[src/rtl/three_wire_synth_register_writer_core_macros.svh]
// Assertion helpers shared by the writer RTL.
`ifndef THREE_WIRE_SYNTH_REGISTER_WRITER_CORE_MACROS_SVH
`define THREE_WIRE_SYNTH_REGISTER_WRITER_CORE_MACROS_SVH

`ifndef ASSERT_OFF
// Property holds on every rising clock edge outside reset.
`define TWSRW_ASSERT(lbl, clk, rst_n, expr) \
    lbl: assert property (@(posedge clk) disable iff (!rst_n) (expr)) \
        else $error("twsrw assertion failed");
// Consequent holds in the cycle after the antecedent.
`define TWSRW_ASSERT_NEXT(lbl, clk, rst_n, ante, cons) \
    lbl: assert property (@(posedge clk) disable iff (!rst_n) (ante) |=> (cons)) \
        else $error("twsrw assertion failed");
`else
`define TWSRW_ASSERT(lbl, clk, rst_n, expr)
`define TWSRW_ASSERT_NEXT(lbl, clk, rst_n, ante, cons)
`endif

`endif

[src/rtl/twsrw_pkg.sv]
package twsrw_pkg;

    localparam int unsigned TickW = 16;
    localparam int unsigned WordW = 16;
    localparam int unsigned FrameW = 25;
    localparam int unsigned BitCntW = 5;

    localparam logic [BitCntW-1:0] FRAME_BITS = 5'd25;
    localparam logic [FrameW-1:0] FRAME1_WORD = 25'h0000008;
    localparam logic [4:0] FRAME2_HEAD = 5'h11;

    localparam logic [TickW-1:0] PHASE_RESET = 16'd300;
    localparam logic [TickW-1:0] GUARD_RESET = 16'd100;
    localparam logic [TickW-1:0] LATCH_RESET = 16'd2000;

    localparam logic [1:0] CFG_PHASE = 2'd0;
    localparam logic [1:0] CFG_GUARD = 2'd1;
    localparam logic [1:0] CFG_LATCH = 2'd2;

    typedef enum logic [19:0] {
        STEP_IDLE = 20'd1 << 0,
        STEP_1    = 20'd1 << 1,
        STEP_2    = 20'd1 << 2,
        STEP_3    = 20'd1 << 3,
        STEP_4    = 20'd1 << 4,
        STEP_5    = 20'd1 << 5,
        STEP_BITS = 20'd1 << 6,
        STEP_7    = 20'd1 << 7,
        STEP_8    = 20'd1 << 8,
        STEP_9    = 20'd1 << 9,
        STEP_10   = 20'd1 << 10,
        STEP_11   = 20'd1 << 11,
        STEP_12   = 20'd1 << 12,
        STEP_13   = 20'd1 << 13,
        STEP_14   = 20'd1 << 14,
        STEP_15   = 20'd1 << 15,
        STEP_16   = 20'd1 << 16,
        STEP_17   = 20'd1 << 17,
        STEP_18   = 20'd1 << 18,
        STEP_19   = 20'd1 << 19
    } step_t;

    typedef struct packed {
        logic [TickW-1:0] phase_ticks;
        logic [TickW-1:0] guard_ticks;
        logic [TickW-1:0] latch_ticks;
    } cfg_t;

    typedef struct packed {
        logic clock_pin;
        logic data_pin;
        logic enable_pin;
        logic busy_res;
        logic done_res;
        logic start_ignored;
    } res_t;

endpackage

[src/rtl/twsrw_seq.sv]
module twsrw_seq (
    input  logic                               aclk,
    input  logic                               aresetn,
    input  logic                               accept,
    input  logic                               mode,
    input  logic [twsrw_pkg::WordW-1:0]        channel_word,
    input  twsrw_pkg::cfg_t                    cfg,
    output twsrw_pkg::res_t                    res_next
);
    import twsrw_pkg::*;

    `include "three_wire_synth_register_writer_core_macros.svh"

    step_t                step_reg, step_next;
    logic [TickW-1:0]     tick_reg, tick_next;
    logic [BitCntW-1:0]   bit_count_reg, bit_count_next;
    logic [1:0]           bit_phase_reg, bit_phase_next;
    logic                 frame_reg, frame_next;
    logic [FrameW-1:0]    shift_reg, shift_next;
    logic                 clock_reg, clock_next;
    logic                 data_reg, data_next;
    logic                 enable_reg, enable_next;
    logic [WordW-1:0]     word_reg, word_next;

    logic [TickW-1:0]     len_raw;
    logic [TickW-1:0]     len_eff;
    logic [TickW:0]       tick_inc;
    logic                 wait_end;
    logic [BitCntW-1:0]   bit_inc;
    logic                 done;
    logic                 ignored;

    always_comb begin
        unique case (step_reg) inside
            STEP_BITS:                 len_raw = cfg.phase_ticks;
            STEP_3, STEP_9, STEP_19:   len_raw = cfg.latch_ticks;
            default:                   len_raw = cfg.guard_ticks;
        endcase
        // a zero length still waits one tick
        len_eff  = (len_raw == '0) ? TickW'(1) : len_raw;
        tick_inc = {1'b0, tick_reg} + (TickW+1)'(1);
        wait_end = tick_inc >= {1'b0, len_eff};
        bit_inc  = bit_count_reg + BitCntW'(1);
    end

    always_comb begin
        step_next      = step_reg;
        tick_next      = tick_reg;
        bit_count_next = bit_count_reg;
        bit_phase_next = bit_phase_reg;
        frame_next     = frame_reg;
        shift_next     = shift_reg;
        clock_next     = clock_reg;
        data_next      = data_reg;
        enable_next    = enable_reg;
        word_next      = word_reg;
        done           = 1'b0;
        ignored        = 1'b0;

        if (accept) begin
            if (mode) begin
                if (step_reg == STEP_IDLE) begin
                    word_next      = channel_word;
                    tick_next      = '0;
                    bit_count_next = '0;
                    bit_phase_next = '0;
                    frame_next     = 1'b0;
                    step_next      = STEP_1;
                end else begin
                    ignored = 1'b1;
                end
            end else if (step_reg != STEP_IDLE) begin
                if (!wait_end) begin
                    tick_next = tick_inc[TickW-1:0];
                end else begin
                    tick_next = '0;
                    unique case (step_reg)
                        STEP_BITS: begin
                            case (bit_phase_reg)
                                2'd0: begin
                                    data_next      = shift_reg[0];
                                    bit_phase_next = 2'd1;
                                end
                                2'd1: begin
                                    clock_next     = 1'b1;
                                    bit_phase_next = 2'd2;
                                end
                                2'd2: begin
                                    clock_next     = 1'b0;
                                    bit_phase_next = 2'd3;
                                end
                                default: begin
                                    shift_next     = shift_reg >> 1;
                                    bit_phase_next = 2'd0;
                                    if (bit_inc >= FRAME_BITS) begin
                                        bit_count_next = '0;
                                        step_next      = frame_reg ? STEP_17 : STEP_7;
                                    end else begin
                                        bit_count_next = bit_inc;
                                    end
                                end
                            endcase
                        end
                        STEP_1: begin
                            enable_next = 1'b1;
                            step_next   = STEP_2;
                        end
                        STEP_2:  step_next = STEP_3;
                        STEP_3:  step_next = STEP_4;
                        STEP_4: begin
                            enable_next = 1'b0;
                            step_next   = STEP_5;
                        end
                        STEP_5: begin
                            clock_next     = 1'b0;
                            frame_next     = 1'b0;
                            shift_next     = FRAME1_WORD;
                            bit_count_next = '0;
                            bit_phase_next = '0;
                            step_next      = STEP_BITS;
                        end
                        STEP_7: begin
                            enable_next = 1'b1;
                            step_next   = STEP_8;
                        end
                        STEP_8:  step_next = STEP_9;
                        STEP_9:  step_next = STEP_10;
                        STEP_10: begin
                            enable_next = 1'b0;
                            step_next   = STEP_11;
                        end
                        STEP_11: step_next = STEP_12;
                        STEP_12: begin
                            enable_next = 1'b1;
                            step_next   = STEP_13;
                        end
                        STEP_13: step_next = STEP_14;
                        STEP_14: begin
                            enable_next = 1'b0;
                            step_next   = STEP_15;
                        end
                        STEP_15: begin
                            clock_next     = 1'b0;
                            frame_next     = 1'b1;
                            shift_next     = {4'b0000, word_reg, FRAME2_HEAD};
                            bit_count_next = '0;
                            bit_phase_next = '0;
                            step_next      = STEP_BITS;
                        end
                        STEP_16: step_next = STEP_17;
                        STEP_17: begin
                            enable_next = 1'b1;
                            step_next   = STEP_18;
                        end
                        STEP_18: step_next = STEP_19;
                        STEP_19: begin
                            // end of script: park the lines and go idle
                            enable_next = 1'b1;
                            clock_next  = 1'b0;
                            data_next   = 1'b0;
                            step_next   = STEP_IDLE;
                            done        = 1'b1;
                        end
                        default: step_next = STEP_IDLE;
                    endcase
                end
            end
        end

        res_next.clock_pin     = clock_next;
        res_next.data_pin      = data_next;
        res_next.enable_pin    = enable_next;
        res_next.busy_res      = (step_next != STEP_IDLE);
        res_next.done_res      = done;
        res_next.start_ignored = ignored;
    end

    always_ff @(posedge aclk) begin
        if (!aresetn) begin
            step_reg      <= STEP_IDLE;
            tick_reg      <= '0;
            bit_count_reg <= '0;
            bit_phase_reg <= '0;
            frame_reg     <= 1'b0;
            shift_reg     <= '0;
            clock_reg     <= 1'b0;
            data_reg      <= 1'b0;
            enable_reg    <= 1'b1;
            word_reg      <= '0;
        end else begin
            step_reg      <= step_next;
            tick_reg      <= tick_next;
            bit_count_reg <= bit_count_next;
            bit_phase_reg <= bit_phase_next;
            frame_reg     <= frame_next;
            shift_reg     <= shift_next;
            clock_reg     <= clock_next;
            data_reg      <= data_next;
            enable_reg    <= enable_next;
            word_reg      <= word_next;
        end
    end

    `TWSRW_ASSERT(a_idle_lines_parked, aclk, aresetn,
        (step_reg != STEP_IDLE) || (enable_reg && !clock_reg && !data_reg))
    `TWSRW_ASSERT_NEXT(a_busy_start_no_effect, aclk, aresetn,
        accept && mode && (step_reg != STEP_IDLE),
        $stable(step_reg) && $stable(tick_reg) && $stable(word_reg))
    `TWSRW_ASSERT(a_bit_count_in_frame, aclk, aresetn, bit_count_reg < FRAME_BITS)

endmodule

[src/rtl/three_wire_synth_register_writer_core.sv]
// Three-wire synthesizer register writer. Each s_ transfer is a tick (mode 0)
// or a start (mode 1, loads s_channel_word); every transfer yields exactly one
// m_ result with the clock, data and enable line levels after that item, plus
// busy, done and start-ignored flags. One item per clock is sustained while
// m_ready is high: the sequencer updates its state, the result lands in the
// output register, and s_ready stays high while it is empty or being drained.
// Wait lengths come from phase_ticks, guard_ticks and latch_ticks, set at cfg_
// indexes 0, 1 and 2, which the user must write only while no s_ item is in
// flight (unenforced); a new value applies from the next tick, even mid-write.
module three_wire_synth_register_writer_core (
    input  logic                               aclk,
    input  logic                               aresetn,
    input  logic                               s_valid,
    output logic                               s_ready,
    input  logic                               s_mode,
    input  logic [twsrw_pkg::WordW-1:0]        s_channel_word,
    output logic                               m_valid,
    input  logic                               m_ready,
    output logic                               m_clock_pin,
    output logic                               m_data_pin,
    output logic                               m_enable_pin,
    output logic                               m_busy_res,
    output logic                               m_done_res,
    output logic                               m_start_ignored,
    input  logic                               cfg_valid,
    output logic                               cfg_ready,
    input  logic [1:0]                         cfg_index,
    input  logic [twsrw_pkg::TickW-1:0]        cfg_data
);
    import twsrw_pkg::*;

    `include "three_wire_synth_register_writer_core_macros.svh"

    cfg_t  cfg_reg;
    res_t  res_next;
    res_t  res_reg;
    logic  m_valid_reg;
    logic  s_accept;
    logic  cfg_write;

    assign cfg_ready = 1'b1;
    assign cfg_write = cfg_valid && cfg_ready;
    assign s_ready   = !m_valid_reg || m_ready;
    assign s_accept  = s_valid && s_ready;

    always_ff @(posedge aclk) begin
        if (!aresetn) begin
            cfg_reg.phase_ticks <= PHASE_RESET;
            cfg_reg.guard_ticks <= GUARD_RESET;
            cfg_reg.latch_ticks <= LATCH_RESET;
        end else if (cfg_write) begin
            unique case (cfg_index)
                CFG_PHASE: cfg_reg.phase_ticks <= cfg_data;
                CFG_GUARD: cfg_reg.guard_ticks <= cfg_data;
                CFG_LATCH: cfg_reg.latch_ticks <= cfg_data;
                default: ;  // drop writes beyond the register list
            endcase
        end
    end

    twsrw_seq u_seq (
        .aclk         (aclk),
        .aresetn      (aresetn),
        .accept       (s_accept),
        .mode         (s_mode),
        .channel_word (s_channel_word),
        .cfg          (cfg_reg),
        .res_next     (res_next)
    );

    // hold the result until the transfer on the m_ side completes
    always_ff @(posedge aclk) begin
        if (!aresetn) begin
            m_valid_reg <= 1'b0;
        end else if (s_accept) begin
            m_valid_reg <= 1'b1;
        end else if (m_ready) begin
            m_valid_reg <= 1'b0;
        end
    end

    always_ff @(posedge aclk) begin
        if (s_accept) begin
            res_reg <= res_next;
        end
    end

    assign m_valid         = m_valid_reg;
    assign m_clock_pin     = res_reg.clock_pin;
    assign m_data_pin      = res_reg.data_pin;
    assign m_enable_pin    = res_reg.enable_pin;
    assign m_busy_res      = res_reg.busy_res;
    assign m_done_res      = res_reg.done_res;
    assign m_start_ignored = res_reg.start_ignored;

    `TWSRW_ASSERT_NEXT(a_accept_fills_output, aclk, aresetn, s_accept, m_valid_reg)
    `TWSRW_ASSERT(a_done_means_parked, aclk, aresetn,
        !(m_valid_reg && res_reg.done_res) ||
        (!res_reg.busy_res && res_reg.enable_pin && !res_reg.clock_pin))
    `TWSRW_ASSERT_NEXT(a_phase_write_lands, aclk, aresetn,
        cfg_write && (cfg_index == CFG_PHASE),
        cfg_reg.phase_ticks == $past(cfg_data))

endmodule

[config.mk]
export PLATFORM = sky130hd
export DESIGN_NAME = three_wire_synth_register_writer_core
export DESIGN_NICKNAME = d
export VERILOG_FILES = /design/src/rtl/twsrw_pkg.sv /design/src/rtl/twsrw_seq.sv /design/src/rtl/three_wire_synth_register_writer_core.sv
export VERILOG_INCLUDE_DIRS = /design/src /design/src/rtl
export SDC_FILE = /design/constraint.sdc
export NUM_CORES = 1
export LEC_CHECK = 0
export BUFFER_PORTS_ARGS = -buffer_cell sky130_fd_sc_hd__clkbuf_2
export CAP_MARGIN = 20
export CORE_ASPECT_RATIO = 1.2
export CORE_MARGIN = 8
export CORE_UTILIZATION = 24
export DETAILED_ROUTE_END_ITERATION = 12
export GPL_TIMING_DRIVEN = 0
export PLACE_DENSITY_LB_ADDON = 0.05
export SLEW_MARGIN = 25
export SYNTH_ARGS = -nofsm -noshare
export SYNTH_HDL_FRONTEND = slang
export SYNTH_SLANG_ARGS = --single-unit
[constraint.sdc]
create_clock -name aclk -period 12.2 [get_ports aclk]
set_input_delay 0.61 -clock aclk [delete_from_list [all_inputs] [get_ports aclk]]
set_output_delay 0.61 -clock aclk [all_outputs]
set_load 0.005 [all_outputs]
## Yosys cells after proc, flatten, opt, wreduce, memory -nomap -nowiden

Index checks and enable logic that the tools add are counted.

- Flip-flop bits (word level): 143
- Bits of input ports: 40
- Output and inout port bits: 9
- Logic and storage cells: 140

- $add $sub $neg: 2
- Magnitude comparators: 2
- Eq/ne operators: 29
- Multiplexer cells: 56
- Bitwise logic cells: 3
- Reductions and logical operators: 28

Operator list:

| cell | number |
|---|---|
| $pmux W20 S17 | 1 |
| $mux W20 | 7 |
| $mux W16 | 5 |
| $pmux W25 S3 | 1 |
| $ne A20 B1 Y1 const B | 2 |
| $pmux W16 S2 | 1 |
| $mux W5 | 6 |
| $mux W25 | 1 |
| $mux W1 | 21 |
| $eq A20 B1 Y1 const B | 1 |
| $eq A20 B10 Y1 const B | 1 |
| $eq A20 B11 Y1 const B | 1 |
| $eq A20 B12 Y1 const B | 1 |
| $eq A20 B13 Y1 const B | 1 |
| $eq A20 B14 Y1 const B | 1 |
| $eq A20 B15 Y1 const B | 1 |
| $eq A20 B16 Y1 const B | 1 |
| $eq A20 B17 Y1 const B | 1 |
| $eq A20 B18 Y1 const B | 1 |
| $eq A20 B19 Y1 const B | 1 |
| $eq A20 B2 Y1 const B | 1 |
| $eq A20 B20 Y1 const B | 1 |
| $eq A20 B3 Y1 const B | 1 |
| $eq A20 B4 Y1 const B | 1 |
| other kinds (35) | 60 |

## Longest topological paths before layout

Gate-level depths: netlist of run 1.

- Word-level depth: 11
- Mapped depth: 22
- Gate-level depth less buffers: 17

## Modules after synthesis

A second synthesis of run 1 with hierarchy kept.

- Cells, all modules: 941
- Area total of the unflattened synthesis: 7822.5 µm²

By module, submodules not included:

| module | times used | cells an instance | area an instance (µm²) | seq. area each (µm²) |
|---|---|---|---|---|
| twsrw_seq | 1 | 737 | 5683.0 | 1681.6 |
| three_wire_synth_register_writer_core | 1 | 204 | 2139.6 | 1161.1 |

## Worst setup path after synthesis of run 1

No wires, ideal clock.

- Path kind: reg-to-reg
- Start: reg u_seq.step_reg[14]
- End: reg res_reg, in the netlist m_busy_res, data pin
- Library setup time: 280 ps
- Arrival: 4392 ps
- Required time: 11920 ps
- Path slack: 7528 ps
- Cell stages (with the launch flop): 23
- Path buffers: 5
- Period minus slack after synthesis: 4672 ps
- Cell sequence: dfxtp_1 buf_2 nor4_4 nand4_1 o22ai_1 or2_1 buf_4 buf_4 nor2_1 a211oi_1 nand4_1 o21ai_1 ha_1 inv_1 o221ai_1 a211oi_1 o211ai_1 clkbuf_1 and2_1 clkbuf_1 a32o_1 nor4_1 nand4_1

RTL lines:

| element | line | source |
|---|---|---|
| from (decl) | twsrw_seq.sv:14 | `step_t step_reg, step_next;` |
| from (signal assigned) | twsrw_seq.sv:191 | `step_reg <= step_next;` |
| to (signal assigned) | three_wire_synth_register_writer_core.sv:84 | `res_reg <= res_next;` |
| to (decl) | three_wire_synth_register_writer_core.sv:36 | `res_t res_reg;` |

==> results of run 1 <==
worst max-delay path: cells and delay by family (launching register included):
family / cells / cell delay, ns
DFF: 1 / 0.29
and+or+nand+nor: 6 / 1.79
AOI/OAI and AO/OA: 8 / 1.73
adders and majority gates: 1 / 0.29
buffers and inverters: 6 / 2.21
kinds of logic (layout without fill, tap and decap cells):
| group | after synthesis | in the layout | synth area share, % |
|---|---|---|---|
| buffers and inverters | 79 | 157 | 4.35 |
| flip-flops | 139 | 139 | 37.8 |
| adder cells (fa/ha/maj) | 25 | 25 | 4.16 |
| other | 1 | 1 | 0.0499 |
| AND/OR/NAND/NOR | 430 | 430 | 29.8 |
| XOR/XNOR | 19 | 19 | 2.21 |
| multiplexers | 2 | 2 | 0.266 |
| AO/OA/AOI/OAI | 221 | 221 | 21.3 |
cells in the final DEF (no fill, tap or decap), types with 5 or more instances in the layout:
cell,synthesis,final
sky130_fd_sc_hd__nand2_1,193,193
sky130_fd_sc_hd__dfxtp_1,133,133
sky130_fd_sc_hd__a21boi_0,72,72
sky130_fd_sc_hd__clkbuf_2,0,46
sky130_fd_sc_hd__clkbuf_1,43,44
sky130_fd_sc_hd__nand3_1,44,44
sky130_fd_sc_hd__nor2_1,36,35
sky130_fd_sc_hd__a21oi_1,30,30
sky130_fd_sc_hd__o21ai_0,25,25
sky130_fd_sc_hd__ha_1,25,25
sky130_fd_sc_hd__nor2b_1,20,20
sky130_fd_sc_hd__and2_1,20,20
sky130_fd_sc_hd__inv_1,19,19
sky130_fd_sc_hd__nand4_1,18,18
sky130_fd_sc_hd__a22oi_1,18,18
sky130_fd_sc_hd__clkbuf_16,0,18
sky130_fd_sc_hd__xnor2_1,15,15
sky130_fd_sc_hd__nor3_1,16,15
sky130_fd_sc_hd__o211a_1,15,15
sky130_fd_sc_hd__nor4_1,15,14
sky130_fd_sc_hd__nor4b_1,12,12
sky130_fd_sc_hd__buf_2,9,9
sky130_fd_sc_hd__a221oi_1,8,8
sky130_fd_sc_hd__a31oi_1,8,8
sky130_fd_sc_hd__and4_1,7,7
sky130_fd_sc_hd__a22o_1,7,7
sky130_fd_sc_hd__a211oi_1,7,7
sky130_fd_sc_hd__and3_1,6,6
sky130_fd_sc_hd__nand2b_1,6,6
sky130_fd_sc_hd__nand3b_1,6,6
sky130_fd_sc_hd__edfxtp_1,6,6
sky130_fd_sc_hd__or4_1,5,5
sky130_fd_sc_hd__clkinv_4,0,5
routing by layer:
metal,track usage [%],up-vias,part of all wire [%]
met1,18.8,3280,47
met5,0,-,0
met2,23.9,105,48
met4,4.46,0,1.9
met3,2.73,27,2.9
li1,-,3430,-
power groups by stage:
| stage | Sequential [mW] | Combinational (mW) | Clock, mW |
|---|---|---|---|
| 6_report | 0.475 | 0.0818 | 0.562 |
| 5_1_grt | 0.476 | 0.0929 | 0.601 |
| 4_1_cts | 0.475 | 0.0846 | 0.579 |
| 3_5_place_dp | 0.485 | 0.0843 | 0 |
| 3_3_place_gp | 0.485 | 0.0843 | 0 |
| 2_1_floorplan | 0.483 | 0.0474 | 0 |
worst max-delay path by stage:
stage               cells after the start  slack (ns)                    to
finish                                 21        5.58  m_busy_res$_DFFE_PP_
global route                           21        4.84  m_busy_res$_DFFE_PP_
CTS                                    21        5.51  m_busy_res$_DFFE_PP_
detailed placement                     21        5.54  m_busy_res$_DFFE_PP_
global placement                       20        5.23  m_busy_res$_DFFE_PP_
floorplan                              22        7.53  m_busy_res$_DFFE_PP_
area by class of cell:
class | count | area [µm²] | area share (%)
buffer | 60 | 255 | 2.87
clock buffer | 20 | 468 | 5.26
clock inverter | 12 | 160 | 1.80
inverter | 19 | 71.3 | 0.802
multi-input combinational | 698 | 4360 | 49.1
sequential | 139 | 2840 | 32.0
tap | 401 | 502 | 5.64
timing repair buffer | 46 | 230 | 2.59
==> impl_results.rst, run 1 <==
.. list-table::
   :header-rows: 1

   * - Metric
     - Value
   * - Status
     - complete, no violations
   * - Pleak
     - 3.31 nW
   * - Leading cell types by count after synthesis
     - sky130_fd_sc_hd__nand2_1, sky130_fd_sc_hd__dfxtp_1, sky130_fd_sc_hd__a21boi_0, sky130_fd_sc_hd__nand3_1, sky130_fd_sc_hd__clkbuf_1
   * - Share of flip-flops with an asynchronous set or reset
     - 0%
   * - Area Overhead vs Synth
     - 18.4%
   * - Fraction of the yosys area taken by sequential cells
     - 37.8%
   * - # resized after CTS
     - 0
   * - Number of enable flip-flop cells after synthesis
     - 6
   * - Cell type with the largest total area after synthesis
     - sky130_fd_sc_hd__dfxtp_1
   * - Hold buffer count at cts
     - 0
   * - Remaining DRCs
     - 0
   * - Source of the worst register-to-register timing path
     - u_seq.step_reg[15]$_SDFF_PN0_
   * - Most repeated cell in the gate-level netlist after synthesis
     - sky130_fd_sc_hd__nand2_1
   * - Startpoint-to-endpoint class of the critical path
     - reg -> reg
   * - Syn Inst Count
     - 916
   * - Count of vias placed by the detailed router
     - 6842
   * - Beginning of the worst hold path
     - s_channel_word[11]
   * - Reg2reg end
     - m_busy_res$_DFFE_PP_
   * - DRT iter0 DRCs
     - 318
   * - Count of buffers inserted at the top-level ports
     - 46
   * - Required time reported for the critical path endpoint
     - 12.35 ns
   * - IR Drop Worst-Case VDD
     - 0.0649 mV
   * - WL per Instance
     - 18.8 µm
   * - Final-layout fill cell count
     - 3445
   * - Delay of the slowest cell on the worst path
     - 0.62 ns
   * - Ratio of cells with drive above 1 in the final layout
     - 11.4%
   * - Fraction of synthesized cell area taken by the top area cell type
     - 35.4%
   * - Largest net degree at the start of global routing
     - 17
   * - Clock tree from TritonCTS
     - yes
   * - Nets@finish
     - 1046
   * - Overall power
     - 1.12 mW
   * - Global-route usage over all layers
     - 14.5%
   * - Placement Setup Slack
     - 5.54 ns
   * - Setup repair after global routing missed its margin
     - false
   * - Switching power of the nets
     - 0.281 mW
   * - Power per cell area
     - 126 nW/µm²
   * - Total placed cells including tap cells
     - 1363
   * - Slack of the worst reg-to-reg path
     - 5.58 ns
   * - Fin. Hold Viols
     - 0
   * - GRT Residual Overflow
     - 0
   * - Number of antenna violations at the first check in global routing
     - 0
   * - Path class of the lowest-slack min-delay path
     - in -> reg
   * - Slew @ Worst Pin
     - 0.842 ns
   * - Cell occurring most often along the worst timing path
     - sky130_fd_sc_hd__clkbuf_1
   * - Number of levels in the clock H-tree
     - 4
   * - Final worst slack
     - 5.58 ns
   * - Largest buffer count on any clock path
     - 2
   * - Via-per-instance ratio
     - 4.90
   * - # clock sinks
     - 139
   * - Warnings from Yosys
     - 0
   * - Final Cycle Share
     - 54.3%
   * - Detailed placer's ending HPWL
     - 19.4 mm
   * - Crit path DAT
     - 6.77 ns
   * - Worst relative slew slack
     - 43.7%
   * - Top FF cell, synth
     - sky130_fd_sc_hd__dfxtp_1
   * - Vias in the first global route
     - 6951
   * - DR pass1 iterations
     - 4
   * - Core region area
     - 31100 µm²
   * - Max-cap violations
     - 0
   * - Clock buffers created by TritonCTS
     - 17
   * - Fraction of power consumed by the clock network
     - 50.2%
   * - Startpoint types
     - flip-flop
   * - Comb pwr share
     - 7.3%
   * - Num ports
     - 49
   * - Mapped Avg Cell Area
     - 8.20 µm²
   * - Synthesized area
     - 7510 µm²
   * - Die height
     - 210 µm
   * - Worst setup path start
     - u_seq.step_reg[15]$_SDFF_PN0_
   * - Number of register bits inferred by synthesis
     - 139
   * - Clk_lat worst skew
     - 0.43 ns
   * - Starting density of the core
     - 24.2%
   * - ANT cells
     - 0
   * - Wire length of the first global-routing pass
     - 41.6 mm
   * - Hold-critical path depth
     - 3
   * - Clock transition at the registers of the reported paths
     - 0.07 ns
   * - Number of setup buffers added after CTS
     - 0
   * - Die outline width
     - 178 µm
   * - Die area
     - 37200 µm²
   * - Gpl congestion
     - 0.814
   * - Antenna-violating nets left
     - 0
   * - Non-filler cells, final
     - 1395
   * - Chain of cells forming the critical path
     - clkbuf_1, nor4_4, nand4_4, nor4_2, buf_2, buf_1, a22o_1, a21oi_1, nand4_1, o21ai_1, ha_1, inv_1, o221ai_1, a211oi_1, o211ai_1, clkbuf_1, and2_1, clkbuf_1, a32oi_1, a2111oi_0, nand4_1
   * - Worst slack on hold paths
     - 0.412 ns
   * - Post-synth net total
     - 981
   * - Total number of placement rows
     - 71
   * - Post-layout instance area
     - 8890 µm²
   * - Worst Hold Path EP
     - u_seq.word_reg[11]$_SDFFE_PN0P_
   * - Crit path max fanout
     - 10
   * - Switching Fraction
     - 25.1%
   * - Final setup vio count
     - 0
   * - CP max-delay cell
     - sky130_fd_sc_hd__nor4_2
   * - F_max
     - 151 MHz
   * - Flip-flop count of the largest register after layout
     - 48
   * - Type of element capturing the critical path
     - flip-flop
   * - CTS Root Cell
     - sky130_fd_sc_hd__clkbuf_16
   * - Post-place instance area
     - 8270 µm²
   * - Number of distinct library cells after synthesis
     - 73
   * - Post-Route Utilization
     - 28.6%
   * - Cell types with the largest area share after synthesis
     - sky130_fd_sc_hd__dfxtp_1, sky130_fd_sc_hd__nand2_1, sky130_fd_sc_hd__a21boi_0
   * - Shortest period the worst path allows
     - 6.62 ns
   * - Final-report max-slew violation count
     - 0
   * - Worst Clk Skew
     - 0.0103 ns
   * - Worst-case reg-to-reg path depth
     - 21
   * - Part of the power in registers
     - 42.4%
   * - Accumulated negative setup slack
     - 0 ns
   * - DRT Wirelength
     - 26.2 mm
   * - Cell internal power dissipation
     - 0.837 mW
(Power assumes the default switching activity.)
==> run 2, diff against run 1 <==
clock period = 6.8 ns   (was 12.2 ns; I/O delays follow)
==> run 2 against run 1 <==
Compared with the run above: global-route usage unchanged; fmax rose by 8.6%; combinational power grew 81%; die area stayed put; critical path depth unchanged; clock power rose by 80%; via count decreased by 0.38%; final cell count is 0.22% lower; non-clock buffer count decreased by 3; power is 79% higher; design area grew 0.46%; wire length about the same; critical path type unchanged; highest routed layer unchanged.
==> impl_results.rst, run 2 (same netlist as run 1, synthesis figures left out) <==
.. list-table::
   :header-rows: 1

   * - Metric
     - Value
   * - DR pass1 iterations
     - 5
   * - Antenna-violating nets left
     - 0
   * - WL per Instance
     - 18.8 µm
   * - Cell internal power dissipation
     - 1.50 mW
   * - # clock sinks
     - 139
   * - Gpl congestion
     - 0.814
   * - Global-route usage over all layers
     - 14.5%
   * - Fraction of met1 tracks used by global routing
     - 18.8%
   * - Startpoint-to-endpoint class of the critical path
     - reg -> reg
   * - GRT met2 Usage
     - 23.9%
   * - Largest net degree at the start of global routing
     - 17
   * - Startpoint types
     - flip-flop
   * - Num ports
     - 49
   * - Final Cycle Share
     - 89.7%
   * - Count of vias placed by the detailed router
     - 6816
   * - Post-place instance area
     - 8270 µm²
   * - Placement Setup Slack
     - 0.137 ns
   * - Crit path max fanout
     - 10
   * - CTS Root Cell
     - sky130_fd_sc_hd__clkbuf_16
   * - Vias in the first global route
     - 6951
   * - Commonest non-fill, non-tap cell in the layout
     - sky130_fd_sc_hd__nand2_1
   * - Part of the power in registers
     - 42.5%
   * - Ratio of cells with drive above 1 in the final layout
     - 12.2%
   * - Die outline width
     - 178 µm
   * - ANT cells
     - 0
   * - Starting density of the core
     - 24.2%
   * - Type of element capturing the critical path
     - flip-flop
   * - Area Overhead vs Synth
     - 18.9%
   * - Overall power
     - 2.01 mW
   * - Leading cell types in the layout, fill and taps excluded
     - sky130_fd_sc_hd__nand2_1, sky130_fd_sc_hd__dfxtp_1, sky130_fd_sc_hd__a21boi_0
   * - Post-Route Utilization
     - 28.7%
   * - Remaining DRCs
     - 0
   * - Power per cell area
     - 225 nW/µm²
   * - Crit path DAT
     - 6.24 ns
   * - Accumulated negative setup slack
     - 0 ns
   * - Fraction of power consumed by the clock network
     - 50.1%
   * - Pleak
     - 3.33 nW
   * - Flip-flop count of the largest register after layout
     - 48
   * - Final worst slack
     - 0.701 ns
   * - Max-cap violations
     - 0
   * - DRT Wirelength
     - 26.2 mm
   * - Wire length of the first global-routing pass
     - 41.6 mm
   * - Die height
     - 210 µm
   * - Worst relative slew slack
     - 43.8%
   * - Total number of placement rows
     - 71
   * - Shortest period the worst path allows
     - 6.10 ns
   * - Switching Fraction
     - 25.1%
   * - Final setup vio count
     - 0
   * - Switching power of the nets
     - 0.503 mW
   * - Clock buffers created by TritonCTS
     - 17
   * - Clk_lat worst skew
     - 0.43 ns
   * - Final-layout fill cell count
     - 3438
   * - M3 GR Usage
     - 2.73%
   * - Setup repair after global routing missed its margin
     - false
   * - Core region area
     - 31100 µm²
   * - Post-layout instance area
     - 8930 µm²
   * - Clock transition at the registers of the reported paths
     - 0.07 ns
   * - Nets@finish
     - 1043
   * - IR Drop Worst-Case VDD
     - 0.117 mV
   * - Clock tree from TritonCTS
     - yes
   * - Comb pwr share
     - 7.4%
   * - Slew @ Worst Pin
     - 0.841 ns
   * - Count of buffers inserted at the top-level ports
     - 46
   * - DRT iter0 DRCs
     - 336
   * - Detailed placer's ending HPWL
     - 19.4 mm
   * - Largest buffer count on any clock path
     - 2
   * - Die area
     - 37200 µm²
   * - Final-report max-slew violation count
     - 0
   * - Worst Clk Skew
     - 0.0121 ns
   * - Most Crowded Layer GR
     - met2
   * - Number of levels in the clock H-tree
     - 4
   * - GRT Residual Overflow
     - 0
   * - F_max
     - 164 MHz
   * - Required time reported for the critical path endpoint
     - 6.94 ns
   * - Fin. Hold Viols
     - 0
   * - Path class of the lowest-slack min-delay path
     - in -> reg
   * - Number of antenna violations at the first check in global routing
     - 0
   * - Via-per-instance ratio
     - 4.90
   * - Status
     - complete, no violations
==> run 2: worst max-delay path, stage by stage (launching register included) <==
cell and delay [ns]:
sky130_fd_sc_hd__dfxtp_1 0.29, sky130_fd_sc_hd__clkbuf_1 0.24, sky130_fd_sc_hd__nor4_4 0.46, sky130_fd_sc_hd__nand4_4 0.21, sky130_fd_sc_hd__nor4_2 0.62, sky130_fd_sc_hd__buf_2 0.38
sky130_fd_sc_hd__clkbuf_2 0.40, sky130_fd_sc_hd__a22o_1 0.24, sky130_fd_sc_hd__a21oi_1 0.10, sky130_fd_sc_hd__nand4_1 0.15, sky130_fd_sc_hd__o21ai_1 0.08, sky130_fd_sc_hd__ha_1 0.29
sky130_fd_sc_hd__inv_1 0.03, sky130_fd_sc_hd__o221ai_1 0.18, sky130_fd_sc_hd__a211oi_1 0.16, sky130_fd_sc_hd__o211ai_1 0.26, sky130_fd_sc_hd__clkbuf_1 0.43, sky130_fd_sc_hd__clkbuf_1 0.49
sky130_fd_sc_hd__nand2_1 0.11, sky130_fd_sc_hd__a22oi_1 0.25, sky130_fd_sc_hd__o2111a_1 0.29, sky130_fd_sc_hd__nand4_1 0.13
==> run 2: per-layer routing <==
layer	part of all wire [%]	up-vias
li1	-	3426
met1	48	3268
met2	48	96
met3	2.6	26
met4	1.7	0
met5	0	-
==> run 2: final cells by class <==
type / count / area [µm²] / share of cell area (%)
well taps: 401 / 502 / 5.62
clock buffers: 20 / 468 / 5.24
inverters: 19 / 71.3 / 0.798
repair buffers: 46 / 230 / 2.58
plain buffers: 57 / 245 / 2.74
multi-input cells: 698 / 4420 / 49.4
flip-flops and latches: 139 / 2840 / 31.8
clock inverters: 12 / 160 / 1.79
==> run 2: timing repair <==
item,in CTS,in global routing
hold buffers,0,0
endpoints found under the hold margin,0,0
setup buffers,0,0
gates resized for setup,0,10
setup endpoints to repair,0,1
==> run 2: final timing paths <==
kind,start,slack [ns],end,cells after the start
min,s_channel_word[11],0.14,u_seq.word_reg[11]$_SDFFE_PN0P_,3
max,u_seq.step_reg[15]$_SDFF_PN0_,0.70,m_busy_res$_DFFE_PP_,21
max reg2reg,u_seq.step_reg[15]$_SDFF_PN0_,0.70,m_busy_res$_DFFE_PP_,21
min reg2reg,cfg_reg[20]$_SDFFE_PN0P_,0.46,cfg_reg[20]$_SDFFE_PN0P_,2
==> run 2: power groups by stage <==
stage                     clock network (mW)  registers, mW  logic (mW)
after floorplan                            0          0.867      0.0850
after global placement                     0          0.870       0.151
after detailed placement                   0          0.870       0.151
after CTS                               1.04          0.852       0.152
after global routing                    1.08          0.854       0.168
final                                   1.01          0.853       0.148
==> run 2: per-stage QoR <==
stage | hold WS, ns | cells
floorplan | 0.433 | 916
global placement | 0.446 | 1363
detailed placement | 0.449 | 1363
CTS | 0.122 | 1395
global route | 0.137 | 1392
finish | 0.141 | 1392
==> run 3, diff against run 2 <==
ABC_AREA = 1   (was default)
==> run 3 against run 2 <==
Compared with the run above: clock skew shrank 0.0011 ns; wire length grew 4.5%; worst hold slack got worse by 0.014 ns; critical path type unchanged; highest routed layer unchanged.
==> impl_results.rst, run 3 <==
.. list-table::
   :header-rows: 1

   * - Metric
     - Value
   * - Die area
     - 38500 µm²
   * - GRT Residual Overflow
     - 0
   * - Ratio of cells with drive above 1 in the final layout
     - 10.9%
   * - Required time reported for the critical path endpoint
     - 6.96 ns
   * - Type of element capturing the critical path
     - flip-flop
   * - Via-per-instance ratio
     - 4.61
   * - Number of setup buffers added after CTS
     - 0
   * - Flip-flop count of the largest register after layout
     - 48
   * - Crit path max fanout
     - 10
   * - Die height
     - 213 µm
   * - Mapped Avg Cell Area
     - 6.69 µm²
   * - Pleak
     - 4.13 nW
   * - Starting density of the core
     - 24.3%
   * - Fin. Hold Viols
     - 0
   * - Slack of the worst reg-to-reg path
     - 1.57 ns
   * - Hold buffer count at cts
     - 0
   * - Warnings from Yosys
     - 0
   * - Max-cap violations
     - 0
   * - Setup repair after global routing missed its margin
     - false
   * - Worst-case reg-to-reg path depth
     - 27
   * - ANT cells
     - 0
   * - Post-synth net total
     - 1229
   * - Final Cycle Share
     - 77.0%
   * - Non-filler cells, final
     - 1650
   * - Source of the worst register-to-register timing path
     - u_seq.step_reg[6]$_SDFF_PN0_
   * - Total placed cells including tap cells
     - 1618
   * - Fraction of the yosys area taken by sequential cells
     - 36.5%
   * - Startpoint types
     - flip-flop
   * - # clock sinks
     - 139
   * - Post-place instance area
     - 8530 µm²
   * - Worst setup path start
     - u_seq.step_reg[6]$_SDFF_PN0_
   * - Number of antenna violations at the first check in global routing
     - 0
   * - Leading cell types in the layout, fill and taps excluded
     - sky130_fd_sc_hd__nand2_1, sky130_fd_sc_hd__inv_1, sky130_fd_sc_hd__nor2_1
   * - Clock transition at the registers of the reported paths
     - 0.06 ns
   * - Area Overhead vs Synth
     - 17.0%
   * - # resized after CTS
     - 0
   * - Crit path DAT
     - 5.40 ns
   * - Slew @ Worst Pin
     - 0.927 ns
   * - Final-report max-slew violation count
     - 0
   * - Number of logic stages on the critical path including buffering
     - 27
   * - Die outline width
     - 180 µm
   * - Leading cell types by count after synthesis
     - sky130_fd_sc_hd__nand2_1, sky130_fd_sc_hd__inv_1, sky130_fd_sc_hd__nor2_1, sky130_fd_sc_hd__dfxtp_1, sky130_fd_sc_hd__o21ai_0
   * - Path class of the lowest-slack min-delay path
     - in -> reg
   * - Detailed placer's ending HPWL
     - 20.8 mm
   * - Status
     - complete, no violations
   * - Delay of the slowest cell on the worst path
     - 0.36 ns
   * - Cell types with the largest area share after synthesis
     - sky130_fd_sc_hd__dfxtp_1, sky130_fd_sc_hd__nand2_1, sky130_fd_sc_hd__inv_1
   * - Core region area
     - 32100 µm²
   * - DR pass1 iterations
     - 5
   * - Global-route usage over all layers
     - 14.5%
   * - Count of vias placed by the detailed router
     - 7604
   * - Clk_lat worst skew
     - 0.42 ns
   * - Endpoint of the worst setup timing path
     - m_busy_res$_DFFE_PP_
   * - Largest net degree at the start of global routing
     - 17
   * - Worst relative slew slack
     - 38.2%
   * - IR Drop Worst-Case VDD
     - 0.127 mV
   * - Accumulated negative setup slack
     - 0 ns
   * - Number of levels in the clock H-tree
     - 4
   * - Top FF cell, synth
     - sky130_fd_sc_hd__dfxtp_1
   * - Syn Inst Count
     - 1164
   * - CP delay by family, top
     - simple AND/OR/NAND/NOR gates
   * - Cell type with the largest total area after synthesis
     - sky130_fd_sc_hd__dfxtp_1
   * - Startpoint-to-endpoint class of the critical path
     - reg -> reg
   * - Clock tree from TritonCTS
     - yes
   * - Shortest period the worst path allows
     - 5.23 ns
   * - Clock buffers created by TritonCTS
     - 17
   * - Wire length of the first global-routing pass
     - 43.2 mm
   * - Nets@finish
     - 1295
   * - Antenna-violating nets left
     - 0
   * - DRT iter0 DRCs
     - 422
   * - Final setup vio count
     - 0
   * - Buf/Inv on CP
     - 8
   * - Reg2reg end
     - m_busy_res$_DFFE_PP_
   * - Share of flip-flops with an asynchronous set or reset
     - 0%
   * - Synthesized area
     - 7780 µm²
   * - CTS Root Cell
     - sky130_fd_sc_hd__clkbuf_16
   * - Power per cell area
     - 218 nW/µm²
   * - Total number of placement rows
     - 72
   * - Gpl congestion
     - 0.880
   * - Largest buffer count on any clock path
     - 2
   * - Count of buffers inserted at the top-level ports
     - 47
   * - Num ports
     - 49
   * - Fraction of synthesized cell area taken by the top area cell type
     - 34.2%
   * - Worst Clk Skew
     - 0.0110 ns
   * - Number of enable flip-flop cells after synthesis
     - 6
   * - WL per Instance
     - 16.6 µm
   * - Overall power
     - 1.98 mW
   * - Vias in the first global route
     - 7663
   * - Number of register bits inferred by synthesis
     - 139
   * - DRT Wirelength
     - 27.4 mm
   * - CP max-delay cell
     - sky130_fd_sc_hd__dfxtp_1
   * - Remaining DRCs
     - 0
   * - Most repeated cell in the gate-level netlist after synthesis
     - sky130_fd_sc_hd__nand2_1
   * - Number of distinct library cells after synthesis
     - 46
   * - Commonest non-fill, non-tap cell in the layout
     - sky130_fd_sc_hd__nand2_1
   * - Post-layout instance area
     - 9100 µm²
   * - F_max
     - 191 MHz
run 3: changes by cell type after synthesis, sizes merged, moves of 15 or more:
cell,previous run,this run
nand2,193,251
nand4,19,39
a21oi,30,93
inv,19,155
nor4,22,4
a21boi,74,0
nor2b,20,0
nand3,45,79
o211a,15,0
nor2,36,155
a22oi,18,1
o21ai,26,109
and2,20,0
run 3: worst min-delay path by stage:
stage                                    start                         endpoint  cells after the start
3_3_place_gp   u_seq.shift_reg[8]$_SDFFE_PN0P_  u_seq.shift_reg[8]$_SDFFE_PN0P_                      2
5_1_grt                      s_channel_word[3]   u_seq.word_reg[3]$_SDFFE_PN0P_                      3
6_report                    s_channel_word[10]  u_seq.word_reg[10]$_SDFFE_PN0P_                      3
3_5_place_dp   u_seq.shift_reg[3]$_SDFFE_PN0P_  u_seq.shift_reg[3]$_SDFFE_PN0P_                      2
2_1_floorplan  u_seq.shift_reg[3]$_SDFFE_PN0P_  u_seq.shift_reg[3]$_SDFFE_PN0P_                      2
4_1_cts                     s_channel_word[13]  u_seq.word_reg[13]$_SDFFE_PN0P_                      3
run 3: per-layer routing:
layer  up-vias  share of wire, %  GRT usage (%)  routed length (µm)
met1      3513                45           16.7               12200
met4         0               1.8           4.79                 504
li1       3930                 -              -                   -
met3        25               3.0           2.52                 830
met2       136                50           26.7               13800
met5         -                 0              0                   0
run 3: worst min-delay path, delay by kind of cell:
family	cells	cell delay, ns
compound gates	1	0.05
buf+inv	2	0.12
run 3: cell families (layout without fill, tap and decap cells):
logic type               count (synthesis)  in the layout  share of synthesized area, %
AO/OA/AOI/OAI                          217            217                          14.6
buffers and inverters                  204            283                          10.5
other                                    1              1                        0.0482
flip-flops                             139            139                          36.5
adder cells (fa/ha/maj)                 25             25                          4.02
AND/OR/NAND/NOR                        562            562                          32.6
XOR/XNOR                                16             16                          1.80
run 3: area by class of cell:
class | instances | area (µm²)
buffer | 46 | 218
clock buffer | 23 | 488
clock inverter | 9 | 88.8
fill | 3645 | 23000
inverter | 158 | 596
multi-input combinational | 821 | 4130
sequential | 139 | 2840
tap | 407 | 509
timing repair buffer | 47 | 235
run 3: per-stage QoR:
step	hold WS (ns)	setup slack (ns)	util [%]
floorplan	0.424	3.12	-
global placement	0.436	1.44	26.6
detailed placement	0.440	1.49	26.6
CTS	0.107	1.48	28.4
global route	0.117	1.05	28.4
finish	0.127	1.57	28.4
run 3: power by group:
group | leakage (nW) | internal (mW) | switching (mW)
Clock | 0.275 | 0.543 | 0.381
Sequential | 1.14 | 0.850 | 0.0155
Combinational | 2.71 | 0.0576 | 0.135
